`config.mk`:
```
export PLATFORM = sky130hd
export DESIGN_NAME = tetp_div
export DESIGN_NICKNAME = d
export VERILOG_FILES = /design/src/assert_macros.svh /design/src/tetp_div.sv
export SDC_FILE = /design/constraint.sdc
export NUM_CORES = 1
export LEC_CHECK = 0
export BUFFER_PORTS_ARGS = -buffer_cell sky130_fd_sc_hd__buf_2
export CAP_MARGIN = 20
export CORE_ASPECT_RATIO = 1.4
export CORE_MARGIN = 4
export CORE_UTILIZATION = 60
export CTS_CLUSTER_DIAMETER = 30
export DETAILED_ROUTE_END_ITERATION = 10
export PLACE_DENSITY_LB_ADDON = 0.08
export SYNTH_ARGS = -nofsm -noshare
export SYNTH_HDL_FRONTEND = slang
export SYNTH_SLANG_ARGS = --single-unit
```
`constraint.sdc`:
```
create_clock -name clk -period 7.7 [get_ports clk]
set_input_delay 1.54 -clock clk [delete_from_list [all_inputs] [get_ports clk]]
set_output_delay 1.54 -clock clk [all_outputs]
set_load 0.05 [all_outputs]
```
`src/assert_macros.svh`:
```
// ----------------------------------------------------------------------------
// Assertion macros
// Shared concurrent assertion forms clocked on clk and disabled in reset.
// ----------------------------------------------------------------------------
`ifndef ASSERT_MACROS_SVH
`define ASSERT_MACROS_SVH

// The condition holds at every clock edge outside reset.
`define ASSERT_ALWAYS(label, cond) \
    label: assert property (@(posedge clk) disable iff (!rst_n) (cond)) \
        else $error("assertion failed");

// The antecedent implies the consequent at the same clock edge.
`define ASSERT_IMPLIES(label, ante, cons) \
    label: assert property (@(posedge clk) disable iff (!rst_n) (ante) |-> (cons)) \
        else $error("assertion failed");

`endif

```
`src/tetp_div.sv`:
```
// ----------------------------------------------------------------------------
// Serial divider
// Restoring unsigned division, one quotient bit per cycle.
// ----------------------------------------------------------------------------
module tetp_div #(
    parameter int DDW = 64,
    parameter int DSW = 48
) (
    input  logic           clk,
    input  logic           rst_n,
    input  logic           start,
    input  logic [DDW-1:0] dividend,
    input  logic [DSW-1:0] divisor,
    output logic           done,
    output logic [DDW-1:0] quotient
);

    localparam int CW = $clog2(DDW + 1);

    logic [CW-1:0]  cnt_reg, cnt_next;
    logic           done_reg, done_next;
    logic [DDW-1:0] q_reg, q_next;
    logic [DSW-1:0] r_reg, r_next;
    logic [DSW-1:0] d_reg, d_next;
    logic [DSW:0]   r_shift;
    logic           ge;

    always_comb
    begin
        r_shift = {r_reg, q_reg[DDW-1]};
        ge = (r_shift >= {1'b0, d_reg});
        cnt_next = cnt_reg;
        done_next = 1'b0;
        q_next = q_reg;
        r_next = r_reg;
        d_next = d_reg;
        if (start)
        begin
            cnt_next = CW'(DDW);
            q_next = dividend;
            r_next = '0;
            d_next = divisor;
        end
        else if (cnt_reg != '0)
        begin
            cnt_next = cnt_reg - 1'b1;
            q_next = {q_reg[DDW-2:0], ge};
            r_next = ge ? DSW'(r_shift - {1'b0, d_reg}) : r_shift[DSW-1:0];
            done_next = (cnt_reg == CW'(1));
        end
    end

    always_ff @(posedge clk or negedge rst_n)
    begin
        if (!rst_n)
        begin
            cnt_reg <= '0;
            done_reg <= 1'b0;
        end
        else
        begin
            cnt_reg <= cnt_next;
            done_reg <= done_next;
        end
    end

    always_ff @(posedge clk)
    begin
        q_reg <= q_next;
        r_reg <= r_next;
        d_reg <= d_next;
    end

    assign done = done_reg;
    assign quotient = q_reg;

endmodule
```
==> impl_metrics.py, run 1 <==
metrics = {
    "die": {
        "core_sq_mm": 0.0156,
        "io-pin-count": 180,
        "die_h_um": 157,
        "design.die.area_sq_mm": 0.0181,
        "rows": 54,
        "start_util_pct": 61.3,
        "die_w_um": 115,
    },
    "synth": {
        "synth_commonest_cells": "121 x nand2_1, 112 x edfxtp_1, 71 x nor2_1",
        "syn-instance-count": 937,
        "synth_compound_area_share_pct": 15.4,
        "synthesis.nets": 1103,
        "avgSynthCellArea_sq_um": 10.2,
        "synthAdderAreaFrac_pct": 6.75,
        "synth.area.top_cells": "edfxtp_1 35%, dfxtp_1 10%, mux2_2 7.8%",
        "ys_ff_latch": 168,
        "async_flop_share_pct": 4.76,
        "synth_mux_area_share_pct": 9.34,
        "ys_seq_area_share_pct": 47.3,
        "synth_top_area_share_pct": 35.2,
        "synth_simple_gate_area_share_pct": 12.5,
        "synth_cell_types": 58,
        "synth_top_family_by_area": "compound AO/OA/AOI/OAI gates",
        "synth-edff-count": 112,
        "synth-xor-area-share_pct": 3.94,
        "synth.most_common_cell": "nand2_1",
        "yosys_warnings": 0,
        "ys.flop_type": "edfxtp_1",
        "synth_top_area_cell": "edfxtp_1",
        "netlist_area_sq_mm": 0.00956,
    },
    "sta": {
        "min_period_over_period_pct": 50.9,
        "slew_violations": 0,
        "post-route-min-period_ps": 3920,
        "relSlewSlack_pct": 30.2,
        "fin_setup_tns_ps": 0,
        "grt_setup_unrepaired": "no",
        "hold_viol_final": 0,
        "max_freq_ghz": 0.255,
        "finalWorstSetupSlack_ps": 3780,
        "tightestPinTransition_ps": 1050,
        "setup_viol": 0,
        "skew_ps": 11.8,
    },
    "routing": {
        "wl_per_cell_um": 17.0,
        "ant_nets": 0,
        "drt_iter0_drc": 441,
        "via_per_inst": 5.75,
        "wl_um": 22200,
        "vias": 7521,
        "drc": 0,
        "firstDrtPassIters": 5,
    },
    "job": {
        "max_cap_viol_count": 0,
    },
    "clock_tree": {
        "cts_resized": 0,
        "clkTransAtPathRegs_ps": 60,
        "cts_tree": "yes",
        "clockBufferDepth": 2,
        "htree_levels": 4,
        "root_buffer": "clkbuf_16",
        "post_cts_buffers": 0,
        "cts_hold_buf": 0,
        "clk_latency_ps": 430,
        "clock-sinks": 168,
        "numCtsBuffers": 17,
    },
    "pwr": {
        "power_frac_seq_pct": 32.8,
        "p_leak_nw": 4.99,
        "swShare_pct": 41.9,
        "power_switching_mw": 1.71,
        "power_density_mw_per_mm2": 366,
        "internal-power_mw": 2.37,
        "combPwrFrac_pct": 45.7,
        "fin_total_pwr_mw": 4.08,
        "p_clk_share_pct": 21.5,
        "peakVddDrop_uv": 223,
    },
    "worst_setup_path": {
        "end_kind": "flop",
        "r2r_start": "d_reg[16]",
        "crit_end": "r_reg[36]",
        "worst-setup-path-type": "reg -> reg",
        "cp_data_required_time_ps": 8030,
        "cp-start-kind": "flop",
        "r2r.worst_path.cells": 12,
        "cp_max_fo": 46,
        "ff2ff_setup_slack_ps": 3780,
        "worstPathArrival_ps": 4250,
        "reg2reg_to": "r_reg[36]",
        "crit_start": "d_reg[16]",
    },
    "cells_and_area": {
        "nets": 1264,
        "stdcell_area_sq_mm": 0.0111,
        "syn_to_final_growth_pct": 16.5,
        "fill_cells": 1254,
        "finalNonFillerCells": 1307,
        "largest_reg_flops": 64,
        "drive_gt1_share_pct": 26.2,
        "antenna_cells": 0,
    },
    "place": {
        "dpl_worst_slack_ps": 3770,
        "gp_congestion": 0.933,
        "dp_cells": 1274,
        "place_area_sq_mm": 0.0105,
        "port_buffers": 179,
        "place.detailed.hpwl_um": 16100,
    },
    "grt": {
        "grt_max_degree": 70,
        "grtUsageTotal_pct": 25.4,
        "antenna_found_initial": 0,
        "grt_first_pass_wirelength_um": 36600,
        "grt-ovfl-total": 0,
        "grt_pass1_vias": 7612,
    },
    "min_path": {
        "hp-class": "reg -> reg",
    },
    "run_status": {
        "status": "complete, no violations",
    },
}
-- critical path: stages (launching register included) --
cell and delay, ps:
edfxtp_1 320, inv_1 40, ha_1 410, nand2_1 140, o21ai_0 230, a21oi_1 90, or4_1 490, o21ai_2 250
o21ai_2 140, a211oi_4 310, a21o_2 890, nand4_1 180, a311oi_1 320
-- stage by stage --
stage,hold slack (ps),util [%]
after global routing,512,71.4
after CTS,488,71.4
final,489,71.4
after floorplan,445,-
after detailed placement,476,67.5
after global placement,462,67.5
-- power groups by stage --
| stage | Clock, mW | Sequential, mW | Combinational, mW |
|---|---|---|---|
| floorplan | 0 | 1.56 | 1.26 |
| global placement | 0 | 1.35 | 1.83 |
| detailed placement | 0 | 1.35 | 1.85 |
| CTS | 0.889 | 1.34 | 1.86 |
| global route | 0.926 | 1.37 | 2.06 |
| finish | 0.876 | 1.34 | 1.86 |
-- worst min path at each step --
stage / to / cells after the start / start / slack, ps
floorplan: r_reg[45] / 2 / r_reg[45] / 440
global placement: r_reg[45] / 2 / r_reg[45] / 460
detailed placement: r_reg[45] / 2 / r_reg[45] / 480
CTS: r_reg[45] / 2 / r_reg[45] / 490
global route: r_reg[45] / 2 / r_reg[45] / 510
finish: r_reg[45] / 2 / r_reg[45] / 490
-- metal layers --
metal,GRT usage [%],part of all wire (%)
met3,7.35,6.2
met2,43.6,51
met1,30.4,41
met5,0,0
met4,8.78,2.2
-- layout make-up --
type / instances / area [sq um] / area share (%)
Timing Repair Buffer: 185 / 947 / 8.50
Multi-Input combinational cell: 661 / 4590 / 41.2
Clock buffer: 19 / 443 / 3.97
Clock inverter: 13 / 155 / 1.39
Tap cell: 196 / 245 / 2.20
Inverter: 65 / 244 / 2.19
Sequential cell: 168 / 4520 / 40.6
-- cell usage in the layout, fill, tap and decap left out, types with 3 or more instances in the layout --
cell	instances
a211oi_1	8
a21o_1	28
a21oi_1	63
a311oi_1	31
a31oi_1	7
a32oi_1	3
a41oi_1	4
and3_1	10
and4_1	4
buf_2	178
buf_4	6
clkbuf_16	17
clkinv_4	3
dfrtp_1	8
dfxtp_1	48
edfxtp_1	112
ha_1	50
inv_1	64
inv_6	6
mux2_2	66
mux2i_1	15
nand2_1	121
nand2b_1	10
nand3_1	6
nand3b_1	5
nand4_1	16
nor2_1	71
nor2b_1	4
nor3_1	7
nor4_1	3
o211ai_1	6
o21ai_0	39
o21bai_1	6
or4_1	3
xnor2_1	24
xor2_1	19
-- kinds of logic after synthesis --
kind of cell | count (synthesis)
DFF | 168
and+or+nand+nor | 266
AOI/OAI and AO/OA | 220
xor gates and xnor gates | 43
muxes | 81
adders and majority gates | 51
buffers and inverters | 108
Power figures use the tool's default switching activity.
==> run 2, diff against run 1 <==
--- a/config.mk
+++ b/config.mk
@@ -9,7 +9,7 @@
 export CAP_MARGIN = 20
 export CORE_ASPECT_RATIO = 1.4
 export CORE_MARGIN = 4
-export CORE_UTILIZATION = 60
+export CORE_UTILIZATION = 51
 export CTS_CLUSTER_DIAMETER = 30
 export DETAILED_ROUTE_END_ITERATION = 10
 export PLACE_DENSITY_LB_ADDON = 0.08
==> constraint.sdc (replaced) <==
create_clock -name clk -period 3.2 [get_ports clk]
set_input_delay 0.64 -clock clk [delete_from_list [all_inputs] [get_ports clk]]
set_output_delay 0.64 -clock clk [all_outputs]
set_load 0.05 [all_outputs]
==> impl_metrics.py, run 2 (same netlist as run 1, synthesis figures left out) <==
metrics = {
    "grt": {
        "grt.met1_usage_pct": 27.3,
        "grt_first_pass_wirelength_um": 37700,
        "grtUsageTotal_pct": 22.4,
        "antenna_found_initial": 0,
        "grt_pass1_vias": 7740,
        "busiest_layer": "met2",
        "grt_use_met3_pct": 6.42,
        "grt-ovfl-total": 0,
        "grtUsageMet2_pct": 38.0,
        "grt_max_degree": 70,
    },
    "die": {
        "die_w_um": 124,
        "rows": 59,
        "io-pin-count": 180,
        "core_sq_mm": 0.0185,
        "start_util_pct": 51.6,
        "die_h_um": 170,
        "design.die.area_sq_mm": 0.0210,
    },
    "sta": {
        "finalWorstSetupSlack_ps": 122,
        "max_freq_ghz": 0.325,
        "hold_viol_final": 0,
        "tightestPinTransition_ps": 762,
        "slew_violations": 0,
        "fin_setup_tns_ps": 0,
        "skew_ps": 9.70,
        "relSlewSlack_pct": 49.2,
        "setup_viol": 0,
        "min_period_over_period_pct": 96.2,
        "post-route-min-period_ps": 3080,
    },
    "routing": {
        "firstDrtPassIters": 5,
        "wl_per_cell_um": 16.9,
        "via_per_inst": 5.50,
        "drc": 0,
        "vias": 7701,
        "ant_nets": 0,
        "wl_um": 23700,
        "drt_iter0_drc": 441,
    },
    "pwr": {
        "p_leak_nw": 5.24,
        "peakVddDrop_uv": 482,
        "fin_total_pwr_mw": 10.5,
        "power_density_mw_per_mm2": 891,
    },
    "cells_and_area": {
        "final_cell_mix": "178 x buf_2, 120 x nand2_1, 112 x edfxtp_1",
        "drive_gt1_share_pct": 31.1,
        "nets": 1308,
        "largest_reg_flops": 64,
        "layout_commonest_cell": "buf_2",
        "antenna_cells": 0,
        "syn_to_final_growth_pct": 23.6,
        "fill_cells": 1564,
    },
    "run_status": {
        "status": "complete, no violations",
    },
    "worst_setup_path": {
        "worst-setup-path-type": "reg -> reg",
        "cp_data_required_time_ps": 3490,
        "worstPathArrival_ps": 3370,
        "cp-start-kind": "flop",
        "end_kind": "flop",
        "cp_max_fo": 6,
    },
    "min_path": {
        "hp-class": "in -> async",
    },
    "clock_tree": {
        "root_buffer": "clkbuf_16",
        "cts_tree": "yes",
        "clk_latency_ps": 430,
        "numCtsBuffers": 17,
        "clock-sinks": 168,
        "cts_hold_buf": 0,
        "clockBufferDepth": 2,
        "clkTransAtPathRegs_ps": 80,
        "htree_levels": 4,
    },
    "place": {
        "dpl_worst_slack_ps": -30.7,
        "port_buffers": 179,
        "gp_congestion": 0.891,
        "place.detailed.hpwl_um": 16800,
    },
    "job": {
        "max_cap_viol_count": 0,
    },
}
run 2: changes by cell type in the layout (fill, tap and decap cells not counted), moves of 4 or more:
cell     previous run  this run
buf_4               6        36
buf_6               1         7
ha_1               50        45
o21ai_0            39        34
a21oi_1            63        59
buf_12              0         4
ha_4                0         4
run 2: cell type report:
type                            count  area [sq um]  area share, %
Inverter                           65           244           2.06
Sequential cell                   168          4520           38.3
Clock buffer                       17           425           3.60
Clock inverter                     15           156           1.32
Multi-Input combinational cell    661          4760           40.2
Timing Repair Buffer              229          1410           11.9
Tap cell                          244           305           2.58
run 2: per-stage QoR:
stage | area, sq um | utilization, % | instances | hold slack, ps
2_1_floorplan | 9580 | - | 937 | 344
6_report | 11800 | 63.8 | 1399 | 35.6
3_5_place_dp | 10900 | 58.9 | 1354 | 474
3_3_place_gp | 10900 | 58.9 | 1354 | 468
4_1_cts | 11500 | 62.1 | 1386 | 25.4
5_1_grt | 11800 | 63.8 | 1399 | 30.2
run 2: metal layers:
| metal | vias up | wire, um |
|---|---|---|
| li1 | 3824 | - |
| met1 | 3631 | 9790 |
| met2 | 204 | 11900 |
| met3 | 42 | 1520 |
| met4 | 0 | 527 |
| met5 | - | 0 |
run 2: timing repair:
action	4_1_cts	5_1_grt
cloned	0	5
pin swaps	0	17
endpoints found under the hold margin	0	0
setup endpoints to repair	10	48
setup buffers	0	8
gates resized for setup	3	34
run 2: report_power, final:
part / internal, mW / leakage (nW) / switching, mW
clock: 1.04 / 0.278 / 0.992
combinational: 2.16 / 3.33 / 3.13
sequential: 2.87 / 1.64 / 0.338
total: 6.08 / 5.24 / 4.46
run 2: path summary, 6_finish.rpt:
| kind | start | end | slack (ps) | depth (start not counted) |
|---|---|---|---|---|
| worst max-delay path | d_reg[10] | r_reg[27] | 120 | 15 |
| worst min-delay path | rst_n | cnt_reg[0] | 40 | 1 |
| worst max register to register | d_reg[10] | r_reg[27] | 120 | 15 |
| worst min register to register | r_reg[26] | r_reg[26] | 490 | 2 |
| max in group asynchronous | rst_n | cnt_reg[3] | 2990 | 1 |
| min in group clk | divisor[33] | d_reg[33] | 380 | 1 |
run 2: critical path: stages, from the launching register on:
cell and delay, ps:
edfxtp_1 320, inv_1 60, ha_4 260, buf_4 120
a21oi_1 70, o211ai_1 220, a21oi_2 100, or4_4 440
o21ai_4 230, o21ai_4 100, a211oi_4 290, a21o_4 190
buf_8 130, clkbuf_16 150, mux2i_1 180, o21ai_0 80
